$ cat src/hw/rtl/mip_pkg.sv
// shared constants, types and helpers for the plaquette ising update block
// no dependencies; imported by every module of the block but mip_ram
package mip_pkg;

	// lattice geometry, side must be an even power of two
	localparam int unsigned SIDE   = 64;
	localparam int unsigned ROW_W  = $clog2(SIDE);
	localparam int unsigned HALF_W = ROW_W - 1;
	localparam int unsigned SITES  = SIDE * SIDE;
	localparam int unsigned POS_W  = $clog2(SITES);

	// magnetization is kept modulo 2^SUM_W
	localparam int unsigned SUM_W = 14;

	// boltzmann factors, UQ8.24
	localparam int unsigned FACTOR_W = 32;
	localparam int unsigned FRAC_W   = 24;
	localparam int unsigned PROD_W   = 2 * FACTOR_W;
	localparam logic [FACTOR_W-1:0] ONE_Q24 = FACTOR_W'(1) << FRAC_W;

	// configuration register map
	localparam int unsigned NUM_FACTORS = 8;
	localparam int unsigned FIDX_W      = $clog2(NUM_FACTORS);
	localparam int unsigned CFG_IDX_W   = FIDX_W + 1;
	localparam int unsigned REG_PAIR_PLUS8  = 0;
	localparam int unsigned REG_PAIR_MINUS8 = 3;
	localparam int unsigned REG_PLAQ_PLUS8  = 4;
	localparam int unsigned REG_PLAQ_MINUS8 = 7;

	// position of each energy inside one factor set
	localparam int unsigned F_PLUS8  = 0;
	localparam int unsigned F_PLUS4  = 1;
	localparam int unsigned F_MINUS4 = 2;
	localparam int unsigned F_MINUS8 = 3;

	typedef enum logic {
		ACT_LOAD   = 1'b0,
		ACT_UPDATE = 1'b1
	} action_t;

	typedef logic [FACTOR_W-1:0] factor_t;
	typedef factor_t [3:0] factor_set_t;
	typedef logic [2:0] align_cnt_t;

	// visited spin and its eight neighbors, 1 means +1
	typedef struct packed {
		logic s;
		logic u;
		logic d;
		logic l;
		logic r;
		logic ul;
		logic ur;
		logic dl;
		logic dr;
	} nbhd_t;

	typedef struct packed {
		logic flip;
		logic rnd_needed;
	} accept_t;

	// energy is 4*cnt - 8, cnt counts the terms that agree with the spin
	function automatic factor_t pick_factor(input align_cnt_t cnt, input factor_set_t set);
		factor_t f;
		unique case (cnt)
			3'd4:    f = set[F_PLUS8];
			3'd3:    f = set[F_PLUS4];
			3'd1:    f = set[F_MINUS4];
			3'd0:    f = set[F_MINUS8];
			default: f = ONE_Q24;
		endcase
		return f;
	endfunction

endpackage

$ cat src/hw/rtl/mip_accept.sv
// energy terms, factor lookup, exact factor product and the flip decision
// depends on mip_pkg
module mip_accept (
	input  mip_pkg::nbhd_t                   nb,
	input  mip_pkg::factor_set_t             pair_set,
	input  mip_pkg::factor_set_t             plaq_set,
	input  logic [mip_pkg::FRAC_W-1:0]       random_fraction,
	output mip_pkg::accept_t                 res
);
	import mip_pkg::*;

	logic [3:0]          pair_agree;
	logic [3:0]          plaq_agree;
	align_cnt_t          pair_cnt;
	align_cnt_t          plaq_cnt;
	factor_t             pair_f;
	factor_t             plaq_f;
	logic [PROD_W-1:0]   prod;
	logic                certain;
	logic [2*FRAC_W-1:0] rnd_scaled;

	always_comb begin
		// pair term agrees when the neighbor equals the spin
		pair_agree[0] = nb.s ~^ nb.u;
		pair_agree[1] = nb.s ~^ nb.d;
		pair_agree[2] = nb.s ~^ nb.l;
		pair_agree[3] = nb.s ~^ nb.r;
		// four-spin term is +1 when it holds an even number of down spins
		plaq_agree[0] = ~(nb.s ^ nb.ul ^ nb.l ^ nb.u);
		plaq_agree[1] = ~(nb.s ^ nb.ur ^ nb.r ^ nb.u);
		plaq_agree[2] = ~(nb.s ^ nb.dl ^ nb.l ^ nb.d);
		plaq_agree[3] = ~(nb.s ^ nb.dr ^ nb.r ^ nb.d);
		pair_cnt = {2'b00, pair_agree[0]} + {2'b00, pair_agree[1]}
			+ {2'b00, pair_agree[2]} + {2'b00, pair_agree[3]};
		plaq_cnt = {2'b00, plaq_agree[0]} + {2'b00, plaq_agree[1]}
			+ {2'b00, plaq_agree[2]} + {2'b00, plaq_agree[3]};
		pair_f = pick_factor(pair_cnt, pair_set);
		plaq_f = pick_factor(plaq_cnt, plaq_set);
		prod = PROD_W'(pair_f) * PROD_W'(plaq_f);
		// product is UQ16.48, at least 1.0 means a certain flip
		certain = |prod[PROD_W-1:2*FRAC_W];
		rnd_scaled = {random_fraction, FRAC_W'(0)};
		res.rnd_needed = ~certain;
		res.flip = certain | (rnd_scaled <= prod[2*FRAC_W-1:0]);
	end

endmodule

$ cat config.mk
export PLATFORM = sky130hd
export DESIGN_NAME = mip_accept
export DESIGN_NICKNAME = d
export VERILOG_FILES = /design/src/hw/rtl/mip_pkg.sv /design/src/hw/rtl/mip_accept.sv
export SDC_FILE = /design/constraint.sdc
export NUM_CORES = 2
export LEC_CHECK = 0
export BUFFER_PORTS_ARGS = -buffer_cell sky130_fd_sc_hd__buf_2
export CAP_MARGIN = 20
export CORE_MARGIN = 3
export CORE_UTILIZATION = 30
export DETAILED_ROUTE_END_ITERATION = 7
export SYNTH_ARGS = -nofsm -noshare
export SYNTH_HDL_FRONTEND = slang
export SYNTH_SLANG_ARGS = --single-unit
$ cat constraint.sdc
create_clock -name vclk -period 35.4
set_input_delay 8.85 -clock vclk [all_inputs]
set_output_delay 8.85 -clock vclk [all_outputs]
set_load 0.01 [all_outputs]
==> metrics.txt <==
layout filler cell count 12222; # IOs 291; Post-CTS Setup Bufs 0; register area 0 um^2; Synth Warn # 0; clock period minus worst slack 30.87 ns; Syn Std Cell Area 35300 um^2; commonest non-fill, non-tap cell in the layout inv_1; seq_cells 0; cell mode on critical path fa_1; Arr. time, crit path 22.02 ns; TritonRoute pass-1 iters 5; die width 349 um; WL/cell 23.5 um; DRT iter0 DRCs 2312; clk_buf instances 0; Synth cell types 71; Worst-Margin Slew 1.09 ns; share of post-route cells with drive strength above 1 11.1%; CORE AREA 116000 um^2; worst hold path class primary input to primary output; hold path depth 5; CP Capture Type primary output; outcome completed; # hold bufs at CTS 0; global route overflow 0; Post-DP HPWL 114000 um; Slowest-stage cell, CP a221o_1; pin count of the biggest net entering global routing 45; max_cap viols 0; max-slew violations 0; footprint of the multi-input gates 31500 um^2; row count 125; Vias 30631; # setup viols final 0; Final period util 87.2%; Crit path required time 26.55 ns; Syn Nets 5643; Die ar. 122000 um^2; CP max stage delay 0.97 ns; total track usage 22.7%; number of global-route vias before repair 33139; initial antenna violation count 1; RSZ-0062 raised after global routing no; DRT antenna net count 0; Fin Setup TNS 0 ns; final wirelength 138000 um; Via density 5.22; Max Clk Rate 32.4 MHz; DRC 0; most frequent cells in the layout 924 x inv_1, 898 x fa_1, 634 x nor2_1; post-CTS resize count 0; Setup crit start kind primary input; chip height 349 um; P&R area growth vs syn 10.9%; Crit Path Category primary input to primary output; first-pass GRT wire length 208000 um; IO Port Bufs 291; nets@finish 5818; Final Hold Fails 0; Post-Synthesis Cells 4165; Avg Inst Size Synth 8.47 um^2; Max-Slew Margin vs Limit 27.5%; post-synthesis sequential area ratio 0%; initial core utilization 30.3%; maximum fanout along the worst path 39; gp weighted congestion 1.01
-- metal layers --
metal  vias to the layer above  part of all wire (%)  global-route usage, %
met2                      1511                    47                   38.0
met5                         -                     0                      0
met1                     15765                    38                   28.1
met4                         0                   5.0                   8.56
li1                      13078                     -                      -
met3                       277                    10                   5.90
-- layout make-up --
class                           instances  share of cell area (%)
Multi-Input combinational cell       3012                    80.4
Tap cell                             1524                    4.87
Antenna cell                            1                 0.00640
Inverter                              924                    8.86
Timing Repair Buffer                  402                    5.85
-- logic make-up after synthesis --
family | share of synthesized area, %
AND/OR/NAND/NOR | 14.8
AO/OA/AOI/OAI | 9.84
multiplexers | 0.0922
buffers and inverters | 12.3
adder cells (fa/ha/maj) | 61.3
XOR/XNOR | 1.66
-- per-stage QoR --
step / hold WS (ns) / area [um^2] / worst slack (ns) / instances / util (%)
6_report: 18.51 / 39100 / 4.53 / 5863 / 33.6
5_1_grt: 18.55 / 39100 / 3.69 / 5862 / 33.6
4_1_cts: 18.49 / 39100 / 4.59 / 5862 / 33.6
3_5_place_dp: 18.49 / 39100 / 4.69 / 5862 / 33.6
3_3_place_gp: 18.49 / 39100 / 4.86 / 5862 / 33.6
2_1_floorplan: 18.21 / 35300 / 6.46 / 4165 / -
-- synth_stat cells, types with 14 or more instances --
cell	number	share of area, %
inv_1	924	9.8
fa_1	898	51
nor2_1	634	6.7
nand2_1	525	5.6
ha_1	291	10
clkbuf_1	207	2.2
a21oi_1	89	1.3
a221o_1	64	1.8
a221oi_1	64	1.6
a22o_1	64	1.6
o21ai_0	49	0.70
nand4_1	41	0.73
xnor2_1	39	0.97
xor2_1	28	0.70
a21o_1	21	0.45
buf_2	21	0.30
nor3_1	18	0.26
o21a_1	14	0.30
-- worst paths after layout --
path	start	end	slack, ns
setup / recovery	nb[8]	res[1]	4.53
hold / removal	random_fraction[23]	res[1]	18.51
-- critical path: cells and delay by family --
kind,cells,cell delay (ns)
AOI/OAI and AO/OA,6,2.02
and+or+nand+nor,15,3.04
buffers and inverters,8,1.49
xor gates and xnor gates,3,0.57
adders and majority gates,13,5.95
Power is not shown: default switching activity piles up to over one toggle a cycle in this logic, so the estimate is an artifact.
