==> src/hw/rtl/mip_ram.sv <==
// generic single write port ram with one registered read port
// no dependencies
module mip_ram #(
	parameter int unsigned WIDTH = 8,
	parameter int unsigned DEPTH = 16
) (
	input  logic                     clk,
	input  logic                     we,
	input  logic [$clog2(DEPTH)-1:0] waddr,
	input  logic [WIDTH-1:0]         wdata,
	input  logic                     re,
	input  logic [$clog2(DEPTH)-1:0] raddr,
	output logic [WIDTH-1:0]         rdata
);

	logic [WIDTH-1:0] mem [DEPTH];

	always_ff @(posedge clk) begin
		if (we) begin
			mem[waddr] <= wdata;
		end
		if (re) begin
			rdata <= mem[raddr];
		end
	end

endmodule

==> config.mk <==
export PLATFORM = sky130hd
export DESIGN_NAME = mip_ram
export DESIGN_NICKNAME = d
export VERILOG_FILES = /design/src/hw/rtl/mip_ram.sv
export SDC_FILE = /design/constraint.sdc
export NUM_CORES = 1
export LEC_CHECK = 0
export BUFFER_PORTS_ARGS = -buffer_cell sky130_fd_sc_hd__buf_2
export CAP_MARGIN = 20
export CELL_PAD_IN_SITES_DETAIL_PLACEMENT = 1
export CELL_PAD_IN_SITES_GLOBAL_PLACEMENT = 1
export CORE_UTILIZATION = 27
export DETAILED_ROUTE_END_ITERATION = 8
export GPL_TIMING_DRIVEN = 0
export HOLD_SLACK_MARGIN = 0.05
export PLACE_DENSITY = 0.53
export SLEW_MARGIN = 20
export SYNTH_ARGS = -nofsm -noshare
export SYNTH_HDL_FRONTEND = slang
export SYNTH_SLANG_ARGS = --single-unit
==> constraint.sdc <==
create_clock -name clk -period 2.7 [get_ports clk]
set_clock_uncertainty 0.15 [all_clocks]
set_input_delay 0.54 -clock clk [delete_from_list [all_inputs] [get_ports clk]]
set_output_delay 0.54 -clock clk [all_outputs]
set_load 0.005 [all_outputs]
==> metrics.md, run 1 <==
| Metric | Value |
|---|---|
| DRC violations left | 0 |
| Crit end category | flop |
| Via count | 2395 |
| R2R Path End | rdata[0] |
| Status | completed |
| Crit start category | input pin |
| Worst Path Required | 2600 ps |
| Placed cell count | 514 |
| Crit Path Max Fanout | 8 |
| Routability congestion estimate | 0.675 |
| Final ANT Viol Nets | 0 |
| Seq/Total Area, Yosys | 78.1% |
| IO Port Bufs | 25 |
| Cells after Synth | 229 |
| DR iter-0 viols | 157 |
| H-tree Lvls | 4 |
| Largest net degree at the start of global routing | 17 |
| Post-CTS Resized | 0 |
| Root Driver | clkbuf_16 |
| HP Class | in -> reg |
| Slowest cell delay on critical path | 670 ps |
| Syn nets | 248 |
| Clock sink count | 136 |
| Pin slew with the least headroom to its limit | 866 ps |
| Synthesized area per cell | 22.8 um2 |
| Cell taking the most area after synthesis | edfxtp_1 |
| Critical Path AT | 1870 ps |
| Fraction of layout cells with a size suffix above 1 | 27.9% |
| Starting Density | 27.8% |
| Hold path endpoint | rdata[7] |
| Worst-path clk slew | 50 ps |
| Lkg Pwr | 0.00199 uW |
| Total track usage | 12.7% |
| Hold Crit Depth | 1 |
| Hold_buf cts | 0 |
| First-pass GRT wire length | 17000 um |
| R2r startpoint | mem[1][0] |
| Die area | 19900 um2 |
| Pre-antenna DRT Iters | 4 |
| Die width | 141 um |
| Vias/cell | 4.41 |
| Top Usage Layer GRT | met2 |
| Top post-synthesis cells by area | edfxtp_1 78%, mux4_2 7.8%, mux4_1 7.0% |
| Die span in y | 141 um |
| Switching share of power | 20.8% |
| Total gr overflow | 0 |
| Cell row count | 50 |
| Pint | 3600 uW |
| Worst hold path startpoint | re |
| Layout Nets | 292 |
| Final WL | 11500 um |
| Setup slack at placement | 266 ps |
| Max-Cap Viols | 0 |
| Clock Power Share | 42.4% |
| Synth top area share | 78.1% |
| Post-DP HPWL | 7250 um |
| Initial antenna violation count | 0 |
| # IOs | 27 |
| Hold Slack | 307 ps |
| Psw | 948 uW |
| Critical-path cell list | buf_2 > or3b_2 > nor2_1 |
| Worst IR drop on VDD | 0.445 mV |
| Routing usage on met1 | 16.6% |
| Post-synthesis cell type count | 18 |
| Hold Vio Cnt, Final | 0 |
| Yosys warns | 0 |
| Yosys reg bits | 136 |
| ANT cells | 0 |
| Core ar. | 18800 um2 |
| RSZ-0062 raised after global routing | false |
| CP max-delay cell | nor2_1 |
| Path depth of the worst reg2reg path | 3 |
| Clock Tree Buf Depth | 2 |
| Setup repair bufs after CTS | 0 |
| Comb pwr share | 5.1% |
| Sequential Power Share | 52.5% |
| Synth-to-layout area growth | 18.1% |
| Final Cycle Share | 73.1% |
| Clk_lat worst skew | 420 ps |
| Routing usage on met3 | 3.19% |
| Vias in the first global route | 2652 |
| CTS tree | done |
| Final worst slack | 726 ps |
| Met2 usage | 19.7% |
| PwrDens | 738 nW/um2 |
| Final cell count without fillers | 543 |
| Crit path time final | 1970 ps |
| Setup CP Type | in -> reg |
| Final setup fails | 0 |
| CTS Buf Count | 17 |
| Relative slew slack | 42.0% |
| Most frequent cells in the layout | 136 x edfxtp_1, 28 x buf_2, 18 x mux4_2, 17 x clkbuf_16, 16 x a22oi_1 |
| Commonest non-fill, non-tap cell in the layout | edfxtp_1 |
| Fmax | 507 MHz |
| Wirelength per Cell | 21.2 um |
| R2r setup slk | 930 ps |
| # fillers | 1866 |
| Fin. max-slew vios | 0 |
| Synthesized area | 5230 um2 |
## per-stage QoR
step                utilization [%]  power (uW)  cell area (um2)  TNS (ps)
CTS                            32.8        4600             6170         0
finish                         32.8        4550             6170         0
global placement               30.2        2660             5680     -1140
detailed placement             30.3        2670             5700         0
floorplan                         -        2550             5230         0
global route                   32.8        4700             6170         0
## cell usage after synthesis, drive strengths merged
cell	n
nand3b	2
buf	7
nand2	9
nand3	1
nor3	4
a22oi	16
nor2	13
or3b	1
and2	1
nor2b	1
edfxtp	136
nand2b	2
mux4	32
clkdlybuf4s25	3
and2b	1
## layer usage
metal  share of wire, %  vias up
met4                2.0        0
met5                  0        -
met3                3.7       15
met1                 47     1261
met2                 48       55
li1                   -     1064
## cells by family (layout without fill, tap and decap cells)
family	Yosys count	count (layout)	synth area share, %
compound gates	16	16	2.30
flops	136	136	78.1
buf+inv	10	64	1.65
simple gates	35	35	3.14
mux	32	32	14.8
## registers in the layout, summed over array words and instances, names as in the netlist
register / count
rdata: 8
mem: 128
## how the worst max path moves through the flow
stage                        start   endpoint  depth (start not counted)
after global placement    waddr[2]  mem[0][7]                          3
after floorplan           waddr[2]  mem[0][0]                          2
after detailed placement  waddr[2]  mem[3][1]                          3
after CTS                 waddr[2]  mem[1][4]                          3
final                     waddr[2]  mem[3][0]                          3
after global routing      waddr[2]  mem[3][7]                          3
## power groups by stage
stage / clock (uW) / combinational (uW) / sequential, uW
final: 1930 / 232 / 2390
after global routing: 2050 / 253 / 2390
after CTS: 1970 / 239 / 2390
after detailed placement: 0 / 239 / 2430
after global placement: 0 / 232 / 2430
after floorplan: 0 / 120 / 2430
## layout make-up
| cell class | count | area, um2 | share of cell area [%] |
|---|---|---|---|
| Sequential cell | 136 | 4080 | 66.2 |
| Multi-Input combinational cell | 83 | 1080 | 17.5 |
| Clock buffer | 21 | 440 | 7.13 |
| Tap cell | 260 | 325 | 5.27 |
| Timing Repair Buffer | 25 | 125 | 2.03 |
| Buffer | 10 | 86.3 | 1.40 |
| Clock inverter | 8 | 35.0 | 0.567 |
## worst max-delay path: cells and delay by family
family / cells / cell delay, ps
and+or+nand+nor: 2 / 1210
buffers and inverters: 1 / 110
No activity file was read; power rests on OpenSTA's default activity.
==> run 2: changes to the inputs <==
--- a/config.mk
+++ b/config.mk
@@ -13,7 +13,7 @@
 export DETAILED_ROUTE_END_ITERATION = 8
 export GPL_TIMING_DRIVEN = 0
 export HOLD_SLACK_MARGIN = 0.05
-export PLACE_DENSITY = 0.53
+export PLACE_DENSITY = 0.55
 export SLEW_MARGIN = 20
 export SYNTH_ARGS = -nofsm -noshare
 export SYNTH_HDL_FRONTEND = slang
==> constraint.sdc (replaced) <==
create_clock -name clk -period 1.7 [get_ports clk]
set_clock_uncertainty 0.15 [all_clocks]
set_input_delay 0.34 -clock clk [delete_from_list [all_inputs] [get_ports clk]]
set_output_delay 0.34 -clock clk [all_outputs]
set_load 0.005 [all_outputs]
==> metrics.md, run 2 (synthesized netlist as in run 1, its figures left out) <==
| Metric | Value |
|---|---|
| DR iter-0 viols | 181 (was 157) |
| RSZ-0062 raised after global routing | true (was false) |
| Setup CP Type | in -> reg (unchanged) |
| Synth-to-layout area growth | 20.8% (was 18.1%) |
| Fin. max-slew vios | 0 (unchanged) |
| Clk_lat worst skew | 420 ps (about the same) |
| Routability congestion estimate | 0.699 (was 0.675) |
| Clock Power Share | 47.4% (was 42.4%) |
| Die area | 19900 um2 (unchanged) |
| Layout Nets | 292 (unchanged) |
| Relative slew slack | 43.8% (was 42.0%) |
| Clock Tree Buf Depth | 2 (unchanged) |
| Crit end category | flop (unchanged) |
| Commonest non-fill, non-tap cell in the layout | edfxtp_1 (unchanged) |
| Slowest cell delay on critical path | 680 ps (was 670 ps) |
| Vias/cell | 4.39 (was 4.41) |
| Total track usage | 12.3% (was 12.7%) |
| Hold Vio Cnt, Final | 0 (unchanged) |
| Fmax | 551 MHz |
| Final Cycle Share | 107% |
| Psw | 1590 uW (was 948 uW) |
| Final ANT Viol Nets | 0 (unchanged) |
| Path depth of the worst reg2reg path | 3 (unchanged) |
| Starting Density | 27.8% (unchanged) |
| Hold Crit Depth | 1 (unchanged) |
| Pin slew with the least headroom to its limit | 840 ps (was 866 ps) |
| Largest net degree at the start of global routing | 17 (unchanged) |
| HP Class | in -> reg (unchanged) |
| CTS Buf Count | 17 (unchanged) |
| Post-DP HPWL | 7140 um (was 7250 um) |
| Final WL | 11100 um (was 11500 um) |
| Switching share of power | 19.9% (was 20.8%) |
| Final worst slack | -114 ps (was 726 ps) |
| Top cell family by delay on the critical path | simple AND/OR/NAND/NOR gates (unchanged) |
| Hold Slack | 124 ps (was 307 ps) |
| Cell row count | 50 (unchanged) |
| Hold_buf cts | 0 (unchanged) |
| ANT cells | 0 (unchanged) |
| Die width | 141 um (unchanged) |
| Status | complete, but fails checks (was completed) |
| Post-route cell area | 6320 um2 (was 6170 um2) |
| Initial antenna violation count | 0 (unchanged) |
| H-tree Lvls | 4 (unchanged) |
| Via count | 2397 (was 2395) |
| Clock sink count | 136 (unchanged) |
| Worst Path Required | 1590 ps (was 2600 ps) |
| Lkg Pwr | 0.00201 uW (was 0.00199 uW) |
| Sequential Power Share | 47.7% (was 52.5%) |
| WP buf/inv | 1 (unchanged) |
| Root Driver | clkbuf_16 (unchanged) |
| Setup slack at placement | -589 ps (was 266 ps) |
| Crit Path Max Fanout | 8 (unchanged) |
| Largest register by flop count | mem (unchanged) |
| R2r startpoint | mem[5][3] (was mem[1][0]) |
| Placed instance area | 5690 um2 (was 5700 um2) |
| Fraction of layout cells with a size suffix above 1 | 36.4% (was 27.9%) |
| Crit path time final | 1810 ps |
| Setup repair bufs after CTS | 0 (unchanged) |
| Final setup fails | 16 (was 0) |
| Critical Path AT | 1710 ps (was 1870 ps) |
| PnR Total Power | 7960 uW (was 4550 uW) |
| Comb pwr share | 4.9% (was 5.1%) |
| DRC violations left | 0 (unchanged) |
| Worst hold path startpoint | re (unchanged) |
| # IOs | 27 (unchanged) |
| Worst-path clk slew | 60 ps (was 50 ps) |
| Vias in the first global route | 2578 (was 2652) |
| Biggest regs | mem (128), rdata (8) (unchanged) |
| Pint | 6370 uW (was 3600 uW) |
| CTS tree | done (unchanged) |
| Crit start category | input pin (unchanged) |
| Pre-antenna DRT Iters | 4 (unchanged) |
| First-pass GRT wire length | 16600 um (was 17000 um) |
| PwrDens | 1260 nW/um2 (was 738 nW/um2) |
| R2r setup slk | 20 ps (was 930 ps) |
| Wirelength per Cell | 20.4 um (was 21.2 um) |
| Hold path endpoint | rdata[3] (was rdata[7]) |
| Max reg flops | 128 (unchanged) |
| Max-Cap Viols | 0 (unchanged) |
| Total gr overflow | 0 (unchanged) |
| Worst IR drop on VDD | 0.859 mV (was 0.445 mV) |
| CP max-delay cell | nor2_1 (unchanged) |
| Critical-path cell list | buf_2 > or3b_2 > nor2_1 (unchanged) |
| R2R Path End | rdata[3] (was rdata[0]) |
| Die span in y | 141 um (unchanged) |
| IO Port Bufs | 25 (unchanged) |
| Core Util, Final | 33.5% (was 32.8%) |
| Core ar. | 18800 um2 (unchanged) |
| Most frequent cells in the layout | 136 x edfxtp_1, 30 x mux4_2, 28 x buf_2, 17 x clkbuf_16, 13 x a22oi_1 (was 136 x edfxtp_1, 28 x buf_2, 18 x mux4_2, 17 x clkbuf_16, 16 x a22oi_1) |
| Failing checks | setup timing |
run 2: changes by cell type in the layout (fill, tap and decap cells not counted), moves of 4 or more:
| cell | delta |
|---|---|
| clkinvlp_4 | +4 |
| bufinv_16 | +4 |
| mux4_2 | +12 |
| mux4_1 | -12 |
run 2: power by group through the flow:
| stage | logic [uW] | registers [uW] | clock network, uW |
|---|---|---|---|
| 2_1_floorplan | 207 | 3860 | 0 |
| 3_5_place_dp | 393 | 3870 | 0 |
| 5_1_grt | 421 | 3800 | 3970 |
| 4_1_cts | 397 | 3800 | 3860 |
| 6_report | 390 | 3800 | 3770 |
| 3_3_place_gp | 383 | 3860 | 0 |
run 2: through the flow:
stage | setup TNS (ps) | instances
after global routing | -2220 | 546
after CTS | -2400 | 546
after detailed placement | -42410 | 514
after floorplan | -1680 | 229
after global placement | -48860 | 514
final | -1510 | 546
run 2: area by class of cell:
type	count	area [um2]
Buffer	10	120
Clock buffer	18	429
Clock inverter	14	181
Fill cell	1863	12500
Multi-Input combinational cell	83	1050
Sequential cell	136	4080
Tap cell	260	325
Timing Repair Buffer	25	125
run 2: routing by layer:
metal,GRT usage [%],part of all wire (%),vias to the layer above
met5,0,0,-
met3,3.70,5.9,10
li1,-,-,1065
met1,17.1,47,1254
met4,4.81,1.3,0
met2,17.9,46,68
run 2: worst max-delay path by stage:
| stage | startpoint | end | slack [ps] | cells after the start |
|---|---|---|---|---|
| floorplan | waddr[2] | mem[3][0] | -60 | 2 |
| global placement | waddr[2] | mem[8][3] | -690 | 3 |
| detailed placement | waddr[2] | mem[1][3] | -590 | 3 |
| CTS | waddr[2] | mem[2][4] | -120 | 3 |
| global route | waddr[2] | mem[0][4] | -150 | 3 |
| finish | waddr[2] | mem[3][4] | -110 | 3 |
run 2: what timing repair did:
item	CTS	global route
pin swaps	0	0
gates resized for setup	2	3
setup endpoints to repair	33	26
gates cloned	0	0
